$ cat config.mk
export PLATFORM = sky130hd
export DESIGN_NAME = psm_front_flat
export DESIGN_NICKNAME = d
export VERILOG_FILES = /design/src/rtl/psm_pkg.sv /design/src/rtl/psm_chan_if.sv /design/src/rtl/psm_front.sv /design/src/flat_wrapper.sv
export SDC_FILE = /design/constraint.sdc
export NUM_CORES = 1
export LEC_CHECK = 0
export BUFFER_PORTS_ARGS = -buffer_cell sky130_fd_sc_hd__buf_2
export CAP_MARGIN = 15
export CORE_MARGIN = 10
export CORE_UTILIZATION = 38
export DETAILED_ROUTE_END_ITERATION = 7
export PLACE_DENSITY = 0.76
export SYNTH_ARGS = -nofsm -noshare
export SYNTH_HDL_FRONTEND = slang
export SYNTH_SLANG_ARGS = --single-unit
$ cat constraint.sdc
create_clock -name clock -period 1.8 [get_ports clock]
set_clock_uncertainty 0.1 [all_clocks]
set_input_delay 0.18 -clock clock [delete_from_list [all_inputs] [get_ports clock]]
set_output_delay 0.18 -clock clock [all_outputs]
set_load 0.005 [all_outputs]
$ cat src/rtl/psm_pkg.sv
// Package for the prime sieve marker unit: field widths, reset values,
// queue item and status types, and the back-end state encoding.
// Depends on nothing; every other file of the block imports it, but for psm_ram and psm_checker.
`timescale 1ns / 1ps

package psm_pkg;

   localparam int unsigned CW            = 13;           // number field width
   localparam int unsigned MW            = CW + 1;       // multiple accumulator
   localparam int unsigned MAX_N_DEFAULT = 4096;
   localparam logic [CW-1:0] LIMIT_RESET = 13'd4096;
   localparam int unsigned QUEUE_DEPTH   = 2;

   typedef enum logic [1:0] {
      CLS_LOOKUP,   // in range and at least two: read the map
      CLS_SMALL,    // zero or one: never prime
      CLS_OOR       // above the effective limit
   } cls_type;

   typedef struct packed {
      logic [CW-1:0] candidate;
      logic          start_new;
      logic [CW-1:0] eff_limit;
      cls_type       cls;
   } q_item_type;

   typedef struct packed {
      logic full;
      logic empty;
   } q_flags_type;

   typedef struct packed {
      logic init_busy;   // power-on clearing pass in progress
   } back_status_type;

   typedef enum logic [2:0] {
      BK_CLEAR,
      BK_IDLE,
      BK_READ,
      BK_DECIDE,
      BK_MARK
   } back_state_type;

endpackage

$ cat src/rtl/psm_chan_if.sv
// Channel interfaces of the prime sieve marker unit: candidate requests
// and sieve responses, each with valid/ready. Depends on psm_pkg.
`timescale 1ns / 1ps

interface psm_req_if;
   import psm_pkg::*;

   logic          valid;
   logic          ready;
   logic [CW-1:0] candidate;
   logic          start_new;

   modport source (output valid, candidate, start_new, input ready);
   modport sink   (input valid, candidate, start_new, output ready);
endinterface


$ cat src/rtl/psm_front.sv
// Front end: holds the limit register, accepts candidate transactions and
// classifies them into queue items. Depends on psm_pkg and psm_chan_if.
`timescale 1ns / 1ps

module psm_front #(
   parameter int unsigned MAX_N = psm_pkg::MAX_N_DEFAULT
) (
   input  logic                    clock,
   input  logic                    reset,
   psm_req_if.sink                 req_chan,
   input  logic                    csr_wr_en,
   input  logic [psm_pkg::CW-1:0]  csr_wr_data,
   input  psm_pkg::q_flags_type    q_flags,
   input  psm_pkg::back_status_type back_status,
   output logic                    push,
   output psm_pkg::q_item_type     push_item
);
   import psm_pkg::*;

   localparam int unsigned AW = $clog2(MAX_N + 1);
   localparam int unsigned EW = (AW > CW) ? AW : CW;

   logic [CW-1:0] limit_ff, limit_in;
   logic [EW-1:0] limit_w, eff_w;
   logic [CW-1:0] eff_limit;

   always_comb begin
      limit_in = csr_wr_en ? csr_wr_data : limit_ff;
   end

   always_ff @(posedge clock) begin
      if (reset) begin
         limit_ff <= LIMIT_RESET;
      end else begin
         limit_ff <= limit_in;
      end
   end

   // Clamp the limit to the store; the result never exceeds the limit.
   always_comb begin
      limit_w   = EW'(limit_ff);
      eff_w     = (limit_w < EW'(MAX_N)) ? limit_w : EW'(MAX_N);
      eff_limit = CW'(eff_w);
   end

   assign req_chan.ready = !q_flags.full && !back_status.init_busy;
   assign push           = req_chan.valid && req_chan.ready;

   always_comb begin
      push_item.candidate = req_chan.candidate;
      push_item.start_new = req_chan.start_new;
      push_item.eff_limit = eff_limit;
      if (req_chan.candidate > eff_limit) begin
         push_item.cls = CLS_OOR;
      end else if (req_chan.candidate < CW'(2)) begin
         push_item.cls = CLS_SMALL;
      end else begin
         push_item.cls = CLS_LOOKUP;
      end
   end

endmodule

$ cat src/flat_wrapper.sv
// flat-port wrapper written by rule: the top's interface ports become plain ports
module psm_front_flat import psm_pkg::*;
#(
   parameter int unsigned MAX_N = psm_pkg::MAX_N_DEFAULT
)
  (clock, reset, csr_wr_en, csr_wr_data, q_flags, back_status, push, push_item, req_chan_valid, req_chan_candidate, req_chan_start_new, req_chan_ready);
  psm_req_if req_chan_i ();
  input  logic clock;
  input  logic reset;
  input  logic csr_wr_en;
  input  logic [psm_pkg::CW-1:0] csr_wr_data;
  input  psm_pkg::q_flags_type q_flags;
  input  psm_pkg::back_status_type back_status;
  output logic push;
  output psm_pkg::q_item_type push_item;
  input wire logic [$bits(req_chan_i.valid)-1:0] req_chan_valid;
  input wire logic [$bits(req_chan_i.candidate)-1:0] req_chan_candidate;
  input wire logic [$bits(req_chan_i.start_new)-1:0] req_chan_start_new;
  output wire logic [$bits(req_chan_i.ready)-1:0] req_chan_ready;
  assign req_chan_i.valid = req_chan_valid;
  assign req_chan_i.candidate = req_chan_candidate;
  assign req_chan_i.start_new = req_chan_start_new;
  assign req_chan_ready = req_chan_i.ready;
  psm_front #(.MAX_N(MAX_N)) u_core (.clock(clock), .reset(reset), .req_chan(req_chan_i), .csr_wr_en(csr_wr_en), .csr_wr_data(csr_wr_data), .q_flags(q_flags), .back_status(back_status), .push(push), .push_item(push_item));
endmodule
==> metrics.md, run 1 <==
| Metric | Value |
|---|---|
| Die ar. | `0.005087 sq mm` |
| Cells after Synth | `124` |
| Initial Util | `0.4004` |
| Worst hold path class | `in2reg` |
| GPL Wtd Cong | `around 0.76` |
| Reg2reg start | `u_core.limit_ff[12]` |
| Buf+Inv Stages, Crit Path | `3` |
| DP Wirelength | `about 2300 microns` |
| Max VDD drop | `around 0.00048 V` |
| Internal power | `0.5021 mW` |
| First-pass GRT wire length | `4588 microns` |
| Sequential cell area fraction in the yosys report | `0.2600` |
| Max-slew violations | `0` |
| CP endpoint kind | `output port` |
| R2R setup slack | `between 800 and 900 ps` |
| Count leader, synth | `buf_4` |
| Cell accounting for the most synthesized area | `dfxtp_1` |
| Largest Register | `u_core.limit_ff` |
| CP startpoint kind | `flop` |
| Synth top area share | `0.2600` |
| Setup bufs post-CTS | `0` |
| Crit path depth | `7` |
| Static leakage | `around 0.8 nW` |
| Final worst path period share | `1.234` |
| GRT Overall Usage | `0.1053` |
| Dominant cells by area after synthesis | `dfxtp_1, ha_1, mux2i_1, buf_4, nand2_1` |
| Root buf cell | `clkbuf_4` |
| Post-synth top cells | `buf_4, nand2_1, inv_1` |
| Switching portion of total power | `0.2905` |
| Post-synth EDFFs | `0` |
| Seq cells post-synth | `13` |
| Reg2Reg Depth | `2` |
| Synthesized cell area | `about 0.0010 sq mm` |
| Post-route antenna net violation count | `0` |
| CP max stage delay | `roughly 390 ps` |
| Deepest clock path buffer count | `2` |
| Critical path's top delay family | `buffers and inverters` |
| MaxCap Viol Count | `0` |
| Placed cell count | `approximately 210` |
| DRC | `0` |
| Unrepaired setup endpoints after global routing | `true` |
| CTS sink cnt | `13` |
| Avg WL per Cell | `12.82 microns` |
| # IOs | `65` |
| F_max | `0.4503 GHz` |
| Nets | `232` |
| PwrDens | `493.2 mW/mm^2` |
| Max reg flops | `13` |
| Crit-path max FO | `6` |
| Via count | `between 1000 and 1500` |
| Pre-CTS setup slack | `-214.9 ps` |
| Syn Nets | `about 170` |
| Top flop regs | `u_core.limit_ff (13)` |
| Crit path kind | `reg2out` |
| Status | `complete, but fails checks` |
| Slew at the pin with the worst max-slew slack | `429.8 ps` |
| # setup viols final | `2` |
| Crit path DAT | `1940 ps` |
| CP max-delay cell | `dfxtp_4` |
| Warnings, synthesis | `0` |
| Initial antenna violation count | `0` |
| Area growth from synthesis to layout | `43.38%` |
| Die Width | `a little over 70 microns` |
| Post-cts hold buffer count | `0` |
| Setup ws final | `-420.7 ps` |
| Synth Flop Type | `dfxtp_1` |
| Die Height | `just over 70 microns` |
| Detailed Route Iter0 Violations | `23` |
| Overflow after GRT | `0` |
| ANT cells | `0` |
| Synth unique cells | `22` |
| Async set-reset flop share out of synthesis | `0` |
| Worst Setup EP | `push_item[1]` |
| Routed wire length | `~2700 microns` |
| Slew HR | `0.7108` |
| DRT Pass-1 Iters | `4` |
| CORE AREA | `roughly 0.0025 sq mm` |
| H-Tree Depth | `1` |
| Min cycle time layout | `~2200 ps` |
| Synthesized area per cell | `about 8.1 sq um` |
| Seq pwr share | `0.449` |
| Clock insertion delay at the later pin of the skew report | `270 ps` |
| Combinational power share | `0.303` |
| Switching Power | `approximately 0.21 mW` |
| Worst-path clk slew | `about 70 ps` |
| Crit path launch | `u_core.limit_ff[12]` |
| Vias in the first global route | `roughly 1100` |
| CTS buffer count | `3` |
| Failing checks | `setup timing` |
| Share of layout cells above drive strength 1 | `0.5163` |
| Pin count of the biggest net entering global routing | `15` |
| Buffers added on ports | `61` |
| Clock share of power | `0.248` |
| DR vias/cell | `approximately 4.7` |
| Worst path required time | `roughly 1500 ps` |
| Std-Cell Rows | `18` |
| Non-filler cells, final | `214` |
| CTS tree | `done` |
| Worst r2r dst | `u_core.limit_ff[12]` |
| Hold Violations, Final | `0` |
| Cells along the critical path | `clkinvlp_4 > ha_1 > nand4_1 > buf_4 > o221ai_2 > o21ba_1 > buf_2` |
## per-layer routing
layer	track usage	wire, microns
met5	0	0
met4	0.03871	27
met3	0.04408	277
met2	0.1843	1307
met1	0.1094	1131
## tightest hold or removal path, delay by kind of cell
kind,cells,cell delay (ps)
buffers and inverters,1,80
AOI/OAI and AO/OA,1,70
and+or+nand+nor,1,50
## repair_timing
action                     CTS  global route
pin swaps                    3             2
gates cloned                 1             0
setup endpoints to repair    2             2
gates resized for setup     10             8
## stage by stage
stage	hold slack (ps)	total power, mW	utilization	area [sq um]	setup TNS [ps]
finish	32.78	0.7077	0.5741	1435	-840.4
CTS	23.45	0.7060	0.5541	1385	-827.9
detailed placement	260.0	0.5181	0.5230	1308	-391.2
global route	21.76	0.7630	0.5741	1435	-1115
floorplan	152.4	0.4434	-	1007	0
global placement	260.0	0.5153	0.5230	1308	-386.3
## worst min path at each step
stage | slack, ps | depth (start not counted) | start | endpoint
detailed placement | 260 | 0 | req_chan_start_new | push_item[15]
global route | 20 | 3 | csr_wr_data[12] | u_core.limit_ff[12]
floorplan | 150 | 1 | reset | u_core.limit_ff[6]
finish | 30 | 3 | csr_wr_data[12] | u_core.limit_ff[12]
CTS | 20 | 3 | csr_wr_data[12] | u_core.limit_ff[12]
global placement | 260 | 0 | req_chan_start_new | push_item[15]
## kinds of logic after synthesis
kind of cell | after synthesis | synth area share
compound gates | 12 | 0.08875
flops | 13 | 0.2600
simple gates | 41 | 0.1825
buf+inv | 33 | 0.1863
mux | 12 | 0.1200
fa+ha+maj | 13 | 0.1625
## layout by cell type (no fill, tap or decap), types with 2 or more instances in the layout
cell type and count:
buf_2 61, inv_1 13, nor2_1 13, buf_4 13
mux2i_1 12, dfxtp_1 12, ha_1 9, nand2_1 8
nand2_2 7, a21oi_1 5, ha_4 4, nand4_1 3
nor4_1 3, clkbuf_4 3, nor2b_1 2, nand3_1 2
## power groups by stage
stage	clock, mW	sequential [mW]	combinational (mW)
floorplan	0	0.318	0.125
global route	0.198	0.320	0.245
detailed placement	0	0.320	0.198
global placement	0	0.321	0.195
CTS	0.181	0.316	0.209
finish	0.175	0.318	0.215
## area by class of cell
cell class	count	area, sq um
Fill cell	236	1065
Inverter	14	57.56
Tap cell	30	37.54
Timing Repair inverter	1	7.507
Clock buffer	4	26.28
Timing Repair Buffer	74	402.9
Multi-Input combinational cell	78	639.4
Sequential cell	13	264.0
(Power assumes the default switching activity.)
==> inputs of run 2 (changes only) <==
--- a/config.mk
+++ b/config.mk
@@ -6,11 +6,12 @@
 export NUM_CORES = 1
 export LEC_CHECK = 0
 export BUFFER_PORTS_ARGS = -buffer_cell sky130_fd_sc_hd__buf_2
-export CAP_MARGIN = 15
+export CAP_MARGIN = 10
 export CORE_MARGIN = 10
 export CORE_UTILIZATION = 38
 export DETAILED_ROUTE_END_ITERATION = 7
 export PLACE_DENSITY = 0.76
+export SLEW_MARGIN = 20
 export SYNTH_ARGS = -nofsm -noshare
 export SYNTH_HDL_FRONTEND = slang
 export SYNTH_SLANG_ARGS = --single-unit
==> constraint.sdc (replaced) <==
create_clock -name clock -period 1.8 [get_ports clock]
set_clock_uncertainty 0.1 [all_clocks]
set_input_delay 0.36 -clock clock [delete_from_list [all_inputs] [get_ports clock]]
set_output_delay 0.36 -clock clock [all_outputs]
set_load 0.005 [all_outputs]
==> run 2 against run 1 <==
- the run still ends with setup timing left
- worst setup slack got worse by 240 ps
- sequential power about the same
- clock-buffer cell count unchanged
- non-clock buffer count is 12 higher
- largest power group unchanged
- critical path depth grew 2
- total power is 5.2% higher
- via count is 4.7% higher
- sequential share of layout area fell by 1.7 points
==> metrics.md, run 2 (synthesis results as in run 1) <==
| Metric | Value |
|---|---|
| Std-Cell Rows | `18 (unchanged)` |
| Avg WL per Cell | `14.05 microns (was 12.82 microns)` |
| Multi-input logic area | `685.7 sq um (was 639.4 sq um)` |
| Share of layout cells above drive strength 1 | `0.5510 (was 0.5163)` |
| ANT cells | `0 (unchanged)` |
| Crit path DAT | `2000 ps (was 1940 ps)` |
| Seq pwr share | `0.428 (was 0.449)` |
| MaxCap Viol Count | `0 (unchanged)` |
| Routed wire length | `3175 microns (was 2744 microns)` |
| DP Area | `0.001441 sq mm (was 0.001308 sq mm)` |
| Slew at the pin with the worst max-slew slack | `382.7 ps (was 429.8 ps)` |
| Final worst path period share | `1.369 (was 1.234)` |
| Pwr Total | `0.7446 mW (was 0.7077 mW)` |
| Slew HR | `0.7425 (was 0.7108)` |
| PwrDens | `469.7 mW/mm^2 (was 493.2 mW/mm^2)` |
| Detailed Route Iter0 Violations | `15 (was 23)` |
| CTS sink cnt | `13 (unchanged)` |
| Vias in the first global route | `1175 (was 1085)` |
| Failing checks | `setup timing (unchanged)` |
| Switching portion of total power | `0.2891 (was 0.2905)` |
| F_max | `0.4058 GHz (was 0.4503 GHz)` |
| Setup TNS | `-1321 ps (was -840.4 ps)` |
| Via count | `1060 (was 1012)` |
| Deepest clock path buffer count | `2 (unchanged)` |
| Worst path required time | `1340 ps (was 1520 ps)` |
| Post-route antenna net violation count | `0 (unchanged)` |
| Worst hold path class | `in2reg (unchanged)` |
| Max reg flops | `13 (unchanged)` |
| Static leakage | `0.9117 nW (was 0.8140 nW)` |
| Top flop regs | `u_core.limit_ff (13) (unchanged)` |
| Crit-path max FO | `5 (was 6)` |
| DR vias/cell | `4.690 (was 4.729)` |
| Final hold slack | `225.4 ps (was 32.78 ps)` |
| DRC | `0 (unchanged)` |
| Clock insertion delay at the later pin of the skew report | `260 ps (was 270 ps)` |
| DRT Pass-1 Iters | `4 (unchanged)` |
| Commonest non-fill, non-tap cell in the layout | `buf_2 (unchanged)` |
| CORE AREA | `0.002500 sq mm (unchanged)` |
| Worst-path clk slew | `70 ps (about the same)` |
| Min cycle time layout | `2464 ps (was 2221 ps)` |
| Unrepaired setup endpoints after global routing | `true (unchanged)` |
| Overflow after GRT | `0 (unchanged)` |
| First-pass GRT wire length | `5161 microns (was 4588 microns)` |
| CTS buffer count | `3 (unchanged)` |
| Max VDD drop | `0.0004790 V (was 0.0004825 V)` |
| Initial Util | `0.4004 (unchanged)` |
| Buffers added on ports | `61 (unchanged)` |
| Pin count of the biggest net entering global routing | `15 (unchanged)` |
| CTS tree | `done (unchanged)` |
| Die Height | `71.33 microns (unchanged)` |
| CP endpoint kind | `output port (unchanged)` |
| Area growth from synthesis to layout | `58.37% (was 43.38%)` |
| # setup viols final | `2 (unchanged)` |
| Max-slew violations | `0 (unchanged)` |
| Final Cell Area | `0.001585 sq mm (was 0.001435 sq mm)` |
| Post-cts hold buffer count | `0 (unchanged)` |
| DP Wirelength | `2708 microns (was 2347 microns)` |
| Crit path kind | `reg2out (unchanged)` |
| Nets | `244 (was 232)` |
| Die Width | `71.33 microns (unchanged)` |
| Combinational power share | `0.345 (was 0.303)` |
| Most frequent cells in the layout | `buf_2, buf_4, inv_1, nor2_1 (was buf_2, inv_1, nor2_1, buf_4)` |
| Switching Power | `0.2152 mW (was 0.2056 mW)` |
| Die ar. | `0.005087 sq mm (unchanged)` |
| GPL Wtd Cong | `0.7839 (was 0.7581)` |
| Status | `complete, but fails checks (unchanged)` |
| Hold Violations, Final | `0 (unchanged)` |
| Root buf cell | `clkbuf_4 (unchanged)` |
| Initial antenna violation count | `0 (unchanged)` |
| CP startpoint kind | `flop (unchanged)` |
| Fillers | `197 (was 236)` |
| GRT Overall Usage | `0.1200 (was 0.1053)` |
| Clock share of power | `0.227 (was 0.248)` |
| Setup ws final | `-664.1 ps (was -420.7 ps)` |
| # IOs | `65 (unchanged)` |
| H-Tree Depth | `1 (unchanged)` |
| Largest Register | `u_core.limit_ff (unchanged)` |
| Internal power | `0.5294 mW (was 0.5021 mW)` |
| Register area | `264.0 sq um (unchanged)` |
-- run 2: worst paths after layout --
kind | start | to | slack, ps | cells after the start
hold reg to reg | u_core.limit_ff[0] | u_core.limit_ff[0] | 400 | 2
hold / removal | csr_wr_data[12] | u_core.limit_ff[12] | 230 | 3
setup reg to reg | u_core.limit_ff[12] | u_core.limit_ff[12] | 700 | 4
setup / recovery | u_core.limit_ff[12] | push_item[1] | -660 | 9
-- run 2: power groups by stage --
stage / sequential (mW) / combinational [mW] / clock, mW
CTS: 0.318 / 0.256 / 0.177
global route: 0.321 / 0.286 / 0.199
finish: 0.319 / 0.257 / 0.169
global placement: 0.321 / 0.217 / 0
detailed placement: 0.323 / 0.229 / 0
floorplan: 0.320 / 0.131 / 0
-- run 2: timing repair --
| action | in CTS | in global routing |
|---|---|---|
| hold endpoints to repair | 0 | 0 |
| resized for setup | 12 | 1 |
| setup endpoints to repair | 2 | 2 |
| pin swaps | 2 | 3 |
| gates cloned | 1 | 0 |
| buffers inserted | 3 | 0 |
-- run 2: through the flow --
step                      setup slack, ps  instances    util
final                              -664.1        226  0.6341
after global routing               -795.6        226  0.6341
after CTS                          -659.3        226  0.6291
after detailed placement           -439.9        218  0.5766
after global placement             -377.1        218  0.5766
after floorplan                    -120.4        124       -
-- run 2: area by class of cell --
| class | instances | area share |
|---|---|---|
| repair buffers | 86 | 0.3212 |
| flip-flops and latches | 13 | 0.1665 |
| clock buffers | 4 | 0.01657 |
| repair inverters | 1 | 0.004736 |
| multi-input cells | 78 | 0.4325 |
| well taps | 30 | 0.02368 |
| inverters | 14 | 0.03473 |
-- run 2: critical path, cell delays in order (launching register included) --
cell and delay, ps:
dfxtp_4 370, inv_4 90, buf_12 110, nand2_1 100, ha_4 280, nand3_2 90, o21bai_4 180, a311oi_2 220
o21ba_1 170, buf_2 110
-- run 2: metal layers --
metal,track usage,up-vias,part of all wire
met5,0,-,0
met4,0.03656,0,0.0076
li1,-,545,-
met2,0.2275,33,0.54
met3,0.05510,4,0.090
met1,0.1109,478,0.37
