<file path="src/rtl/psm_pkg.sv">
// Package for the prime sieve marker unit: field widths, reset values,
// queue item and status types, and the back-end state encoding.
// Depends on nothing; every other file of the block imports it, but for psm_ram and psm_checker.
`timescale 1ns / 1ps

package psm_pkg;

   localparam int unsigned CW            = 13;           // number field width
   localparam int unsigned MW            = CW + 1;       // multiple accumulator
   localparam int unsigned MAX_N_DEFAULT = 4096;
   localparam logic [CW-1:0] LIMIT_RESET = 13'd4096;
   localparam int unsigned QUEUE_DEPTH   = 2;

   typedef enum logic [1:0] {
      CLS_LOOKUP,   // in range and at least two: read the map
      CLS_SMALL,    // zero or one: never prime
      CLS_OOR       // above the effective limit
   } cls_type;

   typedef struct packed {
      logic [CW-1:0] candidate;
      logic          start_new;
      logic [CW-1:0] eff_limit;
      cls_type       cls;
   } q_item_type;

   typedef struct packed {
      logic full;
      logic empty;
   } q_flags_type;

   typedef struct packed {
      logic init_busy;   // power-on clearing pass in progress
   } back_status_type;

   typedef enum logic [2:0] {
      BK_CLEAR,
      BK_IDLE,
      BK_READ,
      BK_DECIDE,
      BK_MARK
   } back_state_type;

endpackage

</file>
<file path="src/rtl/psm_queue.sv">
// Short FIFO of classified items between front and back end.
// Depends on psm_pkg.
`timescale 1ns / 1ps

module psm_queue (
   input  logic                 clock,
   input  logic                 reset,
   input  logic                 push,
   input  psm_pkg::q_item_type  push_item,
   input  logic                 pop,
   output psm_pkg::q_item_type  pop_item,
   output psm_pkg::q_flags_type q_flags
);
   import psm_pkg::*;

   localparam int unsigned PW = (QUEUE_DEPTH > 1) ? $clog2(QUEUE_DEPTH) : 1;
   localparam int unsigned NW = $clog2(QUEUE_DEPTH + 1);

   q_item_type    entries_ff [QUEUE_DEPTH];
   logic [PW-1:0] wr_ptr_ff, wr_ptr_in;
   logic [PW-1:0] rd_ptr_ff, rd_ptr_in;
   logic [NW-1:0] count_ff, count_in;
   logic          do_push, do_pop;

   assign q_flags.full  = (count_ff == NW'(QUEUE_DEPTH));
   assign q_flags.empty = (count_ff == '0);
   assign do_push       = push && !q_flags.full;
   assign do_pop        = pop && !q_flags.empty;
   assign pop_item      = entries_ff[rd_ptr_ff];

   always_comb begin
      wr_ptr_in = wr_ptr_ff;
      rd_ptr_in = rd_ptr_ff;
      count_in  = count_ff;
      if (do_push) begin
         wr_ptr_in = (wr_ptr_ff == PW'(QUEUE_DEPTH - 1)) ? '0 : wr_ptr_ff + PW'(1);
      end
      if (do_pop) begin
         rd_ptr_in = (rd_ptr_ff == PW'(QUEUE_DEPTH - 1)) ? '0 : rd_ptr_ff + PW'(1);
      end
      if (do_push && !do_pop) begin
         count_in = count_ff + NW'(1);
      end else if (do_pop && !do_push) begin
         count_in = count_ff - NW'(1);
      end
   end

   always_ff @(posedge clock) begin
      if (reset) begin
         wr_ptr_ff <= '0;
         rd_ptr_ff <= '0;
         count_ff  <= '0;
      end else begin
         wr_ptr_ff <= wr_ptr_in;
         rd_ptr_ff <= rd_ptr_in;
         count_ff  <= count_in;
      end
   end

   always_ff @(posedge clock) begin
      if (do_push) begin
         entries_ff[wr_ptr_ff] <= push_item;
      end
   end

endmodule

</file>
<file path="config.mk">
export PLATFORM = sky130hd
export DESIGN_NAME = psm_queue
export DESIGN_NICKNAME = d
export VERILOG_FILES = /design/src/rtl/psm_pkg.sv /design/src/rtl/psm_queue.sv
export SDC_FILE = /design/constraint.sdc
export NUM_CORES = 1
export LEC_CHECK = 0
export BUFFER_PORTS_ARGS = -buffer_cell sky130_fd_sc_hd__buf_4
export CAP_MARGIN = 15
export CORE_ASPECT_RATIO = 1.75
export CORE_MARGIN = 5
export CORE_UTILIZATION = 55
export DETAILED_ROUTE_END_ITERATION = 8
export MAX_ROUTING_LAYER = met4
export PLACE_DENSITY = 0.83
export SLEW_MARGIN = 20
export SYNTH_ARGS = -nofsm -noshare
export SYNTH_HDL_FRONTEND = slang
export SYNTH_SLANG_ARGS = --single-unit
</file>
<file path="constraint.sdc">
create_clock -name clock -period 3.8 [get_ports clock]
set_input_delay 0.76 -clock clock [delete_from_list [all_inputs] [get_ports clock]]
set_output_delay 0.76 -clock clock [all_outputs]
set_load 0.02 [all_outputs]
</file>
==> impl_metrics.py, run 1 <==
metrics = {
    "critical_path": {
        "critPathLaunchType": "register",
        "worst-path-stages": 3,
        "cp_common_cell": "buf_4",
        "reg2reg_from": "count_ff[1]",
        "crit_type": "reg -> out",
        "rr_worst_depth": 3,
        "cpPeakStageDelay_ps": 700,
        "ff2ff_setup_slack_ps": 1680,
        "slowest_stage": "dfxtp_1",
        "path_cells": "buf_4 > mux2_2 > buf_4",
        "crit_family": "flip-flops",
        "critPathRequiredTime_ps": 3040,
        "worstPathMaxFanout": 17,
        "cp_num_buf_inv": 2,
        "cp-endpoint": "pop_item[7]",
        "arrival_ps": 1920,
        "cp-end-kind": "output pin",
        "regToRegEndpoint": "entries_ff[0][6]",
    },
    "timing": {
        "drv_slew": 0,
        "setup_viol": 0,
        "hold_ws_ps": 540,
        "final.setup.tns_ps": 0,
        "hold_violations": 0,
        "setup_ws_ps": 1120,
        "period_minus_slack_ps": 2680,
        "rsz0062_at_grt": "no",
        "timing.fmax_ghz": 0.373,
        "relSlewSlack_pct": 31.4,
        "finClkSkew_ps": 7.78,
        "worst_pin_slew_ps": 1020,
        "fin_crit_sh_pct": 70.5,
    },
    "detailed_routing": {
        "drtAntennaViolNets": 0,
        "via_per_inst": 5.07,
        "routedWlPerCell_um": 17.2,
        "drt_first_pass_iters": 4,
        "drc": 0,
        "routed_wl_mm": 4.15,
        "drtIter0Drc": 27,
        "vias": 1227,
    },
    "yosys": {
        "synth-compound-area-share_pct": 1.09,
        "syn_area_mm2": 0.00231,
        "yosys_most_used_dff": "edfxtp_1",
        "yosys.area_share.simple_pct": 2.01,
        "synth.most_common_cell": "edfxtp_1",
        "ys_seq_elements": 63,
        "yosysTopAreaCellShare_pct": 75.5,
        "ys.warnings.count": 0,
        "syn_inst": 115,
        "seq_area_frac_synth_pct": 79.9,
        "syn_avg_cell_area_um2": 20.1,
        "synth_commonest_cells": "edfxtp_1, mux2_2, dfxtp_1, nor2_1",
        "synthArstFlopShare_pct": 0,
        "synth-xor-area-share_pct": 1.14,
        "synth_edf_count": 58,
        "yosysTopAreaCell": "edfxtp_1",
        "synthMuxAreaShare_pct": 14.2,
        "synthAdderAreaFrac_pct": 0.543,
        "yosysUniqueCellTypes": 14,
        "synth_area_leaders": "edfxtp_1, mux2_2, dfxtp_1",
        "synth_top_family_by_area": "multiplexers",
        "synth_nets": 149,
    },
    "cts": {
        "clk_pin_slew_ps": 60,
        "root_buffer": "clkbuf_8",
        "cts_buffers": 9,
        "clock_path_buffers": 2,
        "htreeDepth": 3,
        "cts_resized": 0,
        "cts.sinks": 63,
        "hold_buffers": 0,
        "post_cts_buffers": 0,
        "clock_latency_ps": 320,
        "cts_tree": "done",
    },
    "power": {
        "clock_power_share_pct": 26.1,
        "power.density_mw_per_mm2": 696,
        "p_sw_share_pct": 28.6,
        "max-vdd-ir-drop_mv": 0.650,
        "p_int_mw": 1.51,
        "p_seq_share_pct": 43.9,
        "pwr-share-comb_pct": 30.0,
        "leakagePower_nw": 1.16,
        "p_sw_mw": 0.604,
    },
    "status": {
        "status": "completed",
    },
    "placed_design": {
        "place_ws_ps": 1290,
        "port_buffers": 63,
        "post_dp_cell_area_mm2": 0.00284,
        "gp_congestion": 0.696,
    },
    "global_route": {
        "grt-ovfl-total": 0,
        "grt_use_total_pct": 16.6,
        "grt_pass1_wl_mm": 6.29,
        "grt_max_degree": 30,
        "grt_pass1_vias": 1352,
        "antenna_found_initial": 0,
    },
    "final_layout": {
        "syn2layout_area_growth_pct": 31.6,
        "nets": 222,
        "n_antenna_cell": 0,
        "final_util_pct": 73.8,
        "design_area_mm2": 0.00304,
        "drive_gt1_share_pct": 57.0,
    },
    "die": {
        "die_w_um": 58.9,
        "dieHeight_um": 95.7,
        "start_util_pct": 56.1,
        "dieArea_mm2": 0.00564,
        "coreArea_mm2": 0.00411,
        "ios": 64,
        "rows": 31,
    },
    "min_path": {
        "hold_path_class": "reg -> reg",
    },
    "flow_run": {
        "cap_violations": 0,
    },
}
[layer usage]
layer | share of wire, % | track usage, % | vias to the layer above
met1 | 33 | 15.1 | 589
li1 | - | - | 591
met4 | 1.6 | 8.88 | 0
met5 | 0 | - | -
met3 | 4.8 | 4.47 | 6
met2 | 61 | 30.0 | 41
[worst register-to-register path: cells and delay by family, from the launching register on]
family                 cells  cell delay (ps)
buffers and inverters      1              800
and+or+nand+nor            2              380
DFF                        1              370
[cell usage in the layout, fill, tap and decap left out]
master     synthesis  final
inv_1              2      1
clkinv_1           0      1
o21ai_0            3      3
nor2_1             5      5
and2_1             1      1
edfxtp_1          58     58
ha_1               1      1
a21oi_1            2      2
buf_4              2     65
dfxtp_1            5      5
mux2_2            29     29
nor2b_2            1      1
or3_1              2      2
clkbuf_8           0     11
clkbuf_1           0      1
xor2_1             3      3
bufinv_16          0      1
clkinv_2           0      3
[through the flow]
stage | power, mW | instances
after global placement | 1.55 | 226
final | 2.11 | 242
after global routing | 2.22 | 242
after CTS | 2.14 | 242
after detailed placement | 1.58 | 226
after floorplan | 1.32 | 115
[final cells by class]
class | count | area [um^2]
Sequential cell | 63 | 1840
Fill cell | 255 | 1080
Timing Repair Buffer | 65 | 488
Multi-Input combinational cell | 47 | 437
Clock buffer | 12 | 155
Tap cell | 49 | 61.3
Clock inverter | 4 | 45.0
Inverter | 2 | 7.51
[sequential cells by signal (all words and copies together), names as in the netlist, named ones only]
signal / count
entries_ff: 58
count_ff: 2
wr_ptr_ff: 1
rd_ptr_ff: 1
[power by group through the flow]
stage	registers, mW	logic (mW)	clock network [mW]
final	0.928	0.633	0.551
after global routing	0.939	0.674	0.608
after CTS	0.931	0.643	0.567
after detailed placement	0.944	0.640	0
after global placement	0.933	0.621	0
after floorplan	0.913	0.411	0
[worst min path at each step]
stage,start,slack [ps],endpoint,cells after the start
after floorplan,wr_ptr_ff,450,wr_ptr_ff,2
after global placement,wr_ptr_ff,470,wr_ptr_ff,2
after detailed placement,count_ff[1],540,count_ff[1],2
after CTS,count_ff[1],550,count_ff[1],2
after global routing,count_ff[1],580,count_ff[1],2
final,count_ff[1],540,count_ff[1],2
[cells by family after synthesis]
logic type	Yosys count
mux	29
fa+ha+maj	1
compound gates	5
flops	63
xor+xnor	3
buf+inv	5
simple gates	9
Power figures use the tool's default switching activity.
==> inputs of run 2 (changes only) <==
--- a/config.mk
+++ b/config.mk
@@ -5,14 +5,15 @@
 export SDC_FILE = /design/constraint.sdc
 export NUM_CORES = 1
 export LEC_CHECK = 0
+export ABC_AREA = 1
 export BUFFER_PORTS_ARGS = -buffer_cell sky130_fd_sc_hd__buf_4
 export CAP_MARGIN = 15
 export CORE_ASPECT_RATIO = 1.75
 export CORE_MARGIN = 5
-export CORE_UTILIZATION = 55
+export CORE_UTILIZATION = 51
 export DETAILED_ROUTE_END_ITERATION = 8
 export MAX_ROUTING_LAYER = met4
-export PLACE_DENSITY = 0.83
+export PLACE_DENSITY = 0.78
 export SLEW_MARGIN = 20
 export SYNTH_ARGS = -nofsm -noshare
 export SYNTH_HDL_FRONTEND = slang
==> constraint.sdc (replaced) <==
create_clock -name clock -period 2.8 [get_ports clock]
set_input_delay 0.56 -clock clock [delete_from_list [all_inputs] [get_ports clock]]
set_output_delay 0.56 -clock clock [all_outputs]
set_load 0.02 [all_outputs]
==> run 2 against run 1 <==
Non-clock buffer count increased by 4; critical path depth unchanged; hold slack got worse by 130 ps; worst setup slack got worse by 320 ps; clock-buffer cell count decreased by 3; cell count increased by 7.9%; sequential power increased by 34%; register-to-register slack got worse by 470 ps; largest power group unchanged.
==> impl_metrics.py, run 2 <==
metrics = {
    "status": {
        "status": "completed",
    },
    "yosys": {
        "seq_area_frac_synth_pct": 77.4,
        "syn_inst": 127,
        "yosysTopAreaCellShare_pct": 73.2,
        "ys_seq_elements": 63,
        "yosysTopAreaCell": "edfxtp_1",
        "synth_edf_count": 58,
        "yosysUniqueCellTypes": 17,
        "synth_commonest_cells": "edfxtp_1, mux2_2, mux2_4, inv_1, nor2_1",
        "syn_area_mm2": 0.00238,
        "yosys_most_used_dff": "edfxtp_1",
        "ys.warnings.count": 0,
        "synth_nets": 161,
        "syn_avg_cell_area_um2": 18.7,
        "synth_area_leaders": "edfxtp_1, mux2_2, mux2_4",
        "synth.most_common_cell": "edfxtp_1",
        "synthArstFlopShare_pct": 0,
    },
    "die": {
        "dieHeight_um": 100,
        "rows": 33,
        "dieArea_mm2": 0.00619,
        "die_w_um": 61.6,
        "ios": 64,
        "start_util_pct": 51.5,
        "coreArea_mm2": 0.00462,
    },
    "detailed_routing": {
        "routedWlPerCell_um": 16.0,
        "drt_first_pass_iters": 4,
        "drtIter0Drc": 24,
        "via_per_inst": 4.96,
        "vias": 1295,
        "drc": 0,
        "routed_wl_mm": 4.18,
        "drtAntennaViolNets": 0,
    },
    "critical_path": {
        "worstPathMaxFanout": 16,
        "critPathRequiredTime_ps": 2240,
        "cp-endpoint": "pop_item[12]",
        "cp-end-kind": "output pin",
        "regToRegEndpoint": "count_ff[1]",
        "arrival_ps": 1440,
        "rr_worst_depth": 9,
        "critPathLaunchType": "register",
        "ff2ff_setup_slack_ps": 1210,
        "crit_type": "reg -> out",
        "reg2reg_from": "count_ff[1]",
    },
    "final_layout": {
        "design_area_mm2": 0.00318,
        "syn2layout_area_growth_pct": 33.4,
        "final_common_cell": "buf_4",
        "n_antenna_cell": 0,
        "top_regs": "entries_ff x58, count_ff x2",
        "instances_no_fill": 261,
        "nets": 238,
        "layout_common_cells": "buf_4, edfxtp_1, mux2_2",
        "drive_gt1_share_pct": 55.5,
        "top_register": "entries_ff",
        "final_util_pct": 68.7,
        "largest_reg_flops": 58,
        "fill_cells": 322,
    },
    "min_path": {
        "hold_path_class": "in -> reg",
        "holdPathStages": 1,
    },
    "placed_design": {
        "post_dp_cell_area_mm2": 0.00294,
        "dp_cells": 245,
        "port_buffers": 63,
        "dp_hpwl_mm": 3.05,
        "gp_congestion": 0.716,
        "place_ws_ps": 1100,
    },
    "cts": {
        "clock_latency_ps": 330,
        "cts.sinks": 63,
        "htreeDepth": 3,
        "clk_pin_slew_ps": 70,
        "hold_buffers": 0,
        "cts_tree": "done",
        "clock_path_buffers": 2,
        "cts_buffers": 9,
        "root_buffer": "clkbuf_8",
        "post_cts_buffers": 0,
        "cts_resized": 0,
    },
    "timing": {
        "drv_slew": 0,
        "relSlewSlack_pct": 79.7,
        "setup_viol": 0,
        "finClkSkew_ps": 7.78,
        "period_minus_slack_ps": 2000,
        "fin_crit_sh_pct": 71.5,
        "rsz0062_at_grt": "no",
        "hold_violations": 0,
        "setup_ws_ps": 797,
        "final.setup.tns_ps": 0,
        "worst_pin_slew_ps": 302,
        "hold_ws_ps": 411,
        "timing.fmax_ghz": 0.499,
    },
    "flow_run": {
        "cap_violations": 0,
    },
    "global_route": {
        "grt_pass1_wl_mm": 6.48,
        "grt_use_total_pct": 15.6,
        "grt-ovfl-total": 0,
        "antenna_found_initial": 0,
        "grt_max_degree": 17,
        "grt_pass1_vias": 1385,
    },
    "power": {
        "power.density_mw_per_mm2": 949,
        "power_mw": 3.01,
        "leakagePower_nw": 1.26,
        "max-vdd-ir-drop_mv": 0.834,
    },
}
-- run 2: cell count changes after synthesis, sizes merged --
cell | before | now
nand3 | 0 | 1
inv | 2 | 9
xor2 | 3 | 0
nor2b | 1 | 0
a21oi | 2 | 1
or3 | 2 | 0
nand2 | 0 | 4
o21ai | 3 | 5
nand4 | 0 | 1
nor2 | 5 | 9
-- run 2: kinds of logic (layout without fill, tap and decap cells) --
family                     count (synthesis)  in the layout  synth area share, %
DFF                                       63             63                 77.4
muxes                                     29             29                 15.3
and+or+nand+nor                           16             16                 2.79
buffers and inverters                     12             94                 2.58
AOI/OAI and AO/OA                          6              6                 1.42
adders and majority gates                  1              1                0.526
-- run 2: per-layer routing --
layer  track usage [%]  part of all wire [%]  routed length (um)
met2              25.6                    59                2460
met4              7.52                   2.0                  83
met5                 -                     0                   0
met3              5.79                   6.3                 264
met1              15.8                    33                1370
-- run 2: cell type report --
| cell class | instances | area (um^2) | share of cell area [%] |
|---|---|---|---|
| multi-input combinational | 52 | 482 | 15.2 |
| inverter | 9 | 33.8 | 1.06 |
| tap | 52 | 65.1 | 2.05 |
| clock buffer | 9 | 124 | 3.90 |
| sequential | 63 | 1840 | 58.0 |
| clock inverter | 7 | 111 | 3.51 |
| timing repair buffer | 69 | 518 | 16.3 |
-- run 2: worst min path at each step --
stage                        startpoint                end  slack (ps)
after detailed placement      wr_ptr_ff          wr_ptr_ff         530
after global placement        wr_ptr_ff          wr_ptr_ff         500
after floorplan               wr_ptr_ff          wr_ptr_ff         480
after CTS                 push_item[24]  entries_ff[1][24]         400
final                     push_item[24]  entries_ff[1][24]         410
after global routing       push_item[4]   entries_ff[1][4]         390
-- run 2: power breakdown --
part	switching, mW	internal, mW
Combinational	0.464	0.401
Sequential	0.0479	1.19
Clock	0.324	0.585
-- run 2: worst max-delay path: stages, from the launching register on --
cell and delay [ps]:
dfxtp_1 330, buf_4 260, mux2_2 370, buf_4 160
==> inputs of run 3 (changes only) <==
--- a/config.mk
+++ b/config.mk
@@ -10,10 +10,10 @@
 export CAP_MARGIN = 15
 export CORE_ASPECT_RATIO = 1.75
 export CORE_MARGIN = 5
-export CORE_UTILIZATION = 51
+export CORE_UTILIZATION = 46
 export DETAILED_ROUTE_END_ITERATION = 8
 export MAX_ROUTING_LAYER = met4
-export PLACE_DENSITY = 0.78
+export PLACE_DENSITY = 0.74
 export SLEW_MARGIN = 20
 export SYNTH_ARGS = -nofsm -noshare
 export SYNTH_HDL_FRONTEND = slang
==> constraint.sdc (replaced) <==
create_clock -name clock -period 1.8 [get_ports clock]
set_input_delay 0.36 -clock clock [delete_from_list [all_inputs] [get_ports clock]]
set_output_delay 0.36 -clock clock [all_outputs]
set_load 0.02 [all_outputs]
==> run 3 against run 2 <==
Global-route usage shrank 1.3 points; sequential share of layout area is 1.2 points higher; worst setup slack got worse by 730 ps; sequential cell count stayed put; non-clock buffer count is the same; power rose by 40%; utilization down 6.6 points; final area fell by 1.9%; sequential power rose by 56%; clock skew is 1.2 ps lower; critical endpoint is now pop_item[17]; largest power group unchanged.
==> impl_metrics.py, run 3 (same netlist as run 2, synthesis figures left out) <==
metrics = {
    "global_route": {
        "grt_use_total_pct": 14.4,
        "grt_pass1_vias": 1478,
        "grt_max_degree": 18,
        "grt_pass1_wl_mm": 6.98,
        "grt-ovfl-total": 0,
        "antenna_found_initial": 0,
    },
    "detailed_routing": {
        "drc": 0,
        "drt_first_pass_iters": 4,
        "drtAntennaViolNets": 0,
        "via_per_inst": 4.93,
        "vias": 1296,
        "routedWlPerCell_um": 16.3,
        "drtIter0Drc": 49,
        "routed_wl_mm": 4.29,
    },
    "timing": {
        "setup_viol": 0,
        "timing.fmax_ghz": 0.575,
        "fin_crit_sh_pct": 96.5,
        "hold_violations": 0,
        "setup_ws_ps": 62.1,
        "final.setup.tns_ps": 0,
        "finClkSkew_ps": 6.57,
        "period_minus_slack_ps": 1740,
        "hold_ws_ps": 234,
        "worst_pin_slew_ps": 229,
        "drv_slew": 0,
        "relSlewSlack_pct": 84.6,
        "rsz0062_at_grt": "no",
    },
    "final_layout": {
        "n_antenna_cell": 0,
        "top_regs": "entries_ff x58, count_ff x2",
        "fill_cells": 400,
        "largest_reg_flops": 58,
        "seq_area_mm2": 0.00184,
        "multi_input_area_um2": 482,
        "layout_common_cells": "buf_4, edfxtp_1, mux2_2",
        "nets": 238,
        "drive_gt1_share_pct": 53.1,
        "design_area_mm2": 0.00311,
        "final_common_cell": "buf_4",
        "top_register": "entries_ff",
        "syn2layout_area_growth_pct": 30.9,
    },
    "placed_design": {
        "port_buffers": 63,
        "post_dp_cell_area_mm2": 0.00294,
        "gp_congestion": 0.638,
        "dp_hpwl_mm": 3.19,
        "place_ws_ps": 276,
    },
    "die": {
        "rows": 34,
        "dieArea_mm2": 0.00677,
        "dieHeight_um": 105,
        "ios": 64,
        "coreArea_mm2": 0.00502,
        "die_w_um": 64.4,
        "start_util_pct": 47.4,
    },
    "critical_path": {
        "cp-end-kind": "output pin",
        "critPathRequiredTime_ps": 1440,
        "reg2reg_from": "count_ff[1]",
        "crit_type": "reg -> out",
        "critPathLaunchType": "register",
        "worstPathMaxFanout": 14,
        "rr_worst_depth": 9,
        "arrival_ps": 1380,
        "regToRegEndpoint": "count_ff[1]",
        "ff2ff_setup_slack_ps": 260,
    },
    "power": {
        "power_mw": 4.23,
        "max-vdd-ir-drop_mv": 0.847,
        "leakagePower_nw": 1.22,
        "power.density_mw_per_mm2": 1360,
    },
    "cts": {
        "root_buffer": "clkbuf_8",
        "hold_buffers": 0,
        "cts.sinks": 63,
        "htreeDepth": 3,
        "clock_path_buffers": 2,
        "clk_pin_slew_ps": 60,
        "cts_tree": "done",
        "cts_buffers": 9,
        "clock_latency_ps": 310,
    },
    "min_path": {
        "hp-start": "push_item[7]",
        "holdPathStages": 1,
        "hold_path_class": "in -> reg",
        "whs_endpoint": "entries_ff[0][7]",
    },
    "status": {
        "status": "completed",
    },
    "flow_run": {
        "cap_violations": 0,
    },
}
==> run 3: cell types whose count changed in the layout (fill, tap and decap cells not counted), moves of 2 or more <==
cell | previous run | this run
clkbuf_1 | 0 | 5
clkinv_2 | 2 | 0
bufinv_16 | 3 | 0
buf_4 | 69 | 67
==> run 3: where the power goes <==
part           switching, mW  total (mW)  internal [mW]
combinational          0.718        1.37          0.648
sequential            0.0817        1.94           1.86
clock                  0.436       0.929          0.493
==> run 3: final cells by class <==
class | count | share of cell area [%]
Timing Repair Buffer | 69 | 17.3
Multi-Input combinational cell | 52 | 15.5
Clock buffer | 14 | 4.58
Inverter | 9 | 1.08
Sequential cell | 63 | 59.2
Tap cell | 54 | 2.17
Clock inverter | 2 | 0.241
==> run 3: critical path, cell delays in order, from the launching register on <==
cell and delay, ps:
dfxtp_2 370, buf_8 180, mux2_2 360, buf_4 160
==> run 3: through the flow <==
step	instances	util [%]
2_1_floorplan	127	-
3_3_place_gp	247	58.6
3_5_place_dp	247	58.6
4_1_cts	263	61.6
5_1_grt	263	62.0
6_report	263	62.0
==> run 3: worst max path at each step <==
stage	from	to	cells after the start
2_1_floorplan	count_ff[0]	entries_ff[1][0]	2
3_3_place_gp	register	pop_item[14]	3
3_5_place_dp	count_ff[1]	count_ff[1]	9
4_1_cts	register	pop_item[8]	3
5_1_grt	register	pop_item[27]	3
6_report	register	pop_item[17]	3
==> run 3: layer usage <==
layer  global-route usage, %  share of wire [%]
met1                    14.5                 35
met2                    25.4                 58
met3                    3.54                5.5
met4                    6.81                1.4
met5                       -                  0
==> run 3: repair_timing <==
| action | 4_1_cts | 5_1_grt |
|---|---|---|
| buffers inserted | 0 | 0 |
| endpoints found under the setup margin | 9 | 25 |
| resized for setup | 0 | 6 |
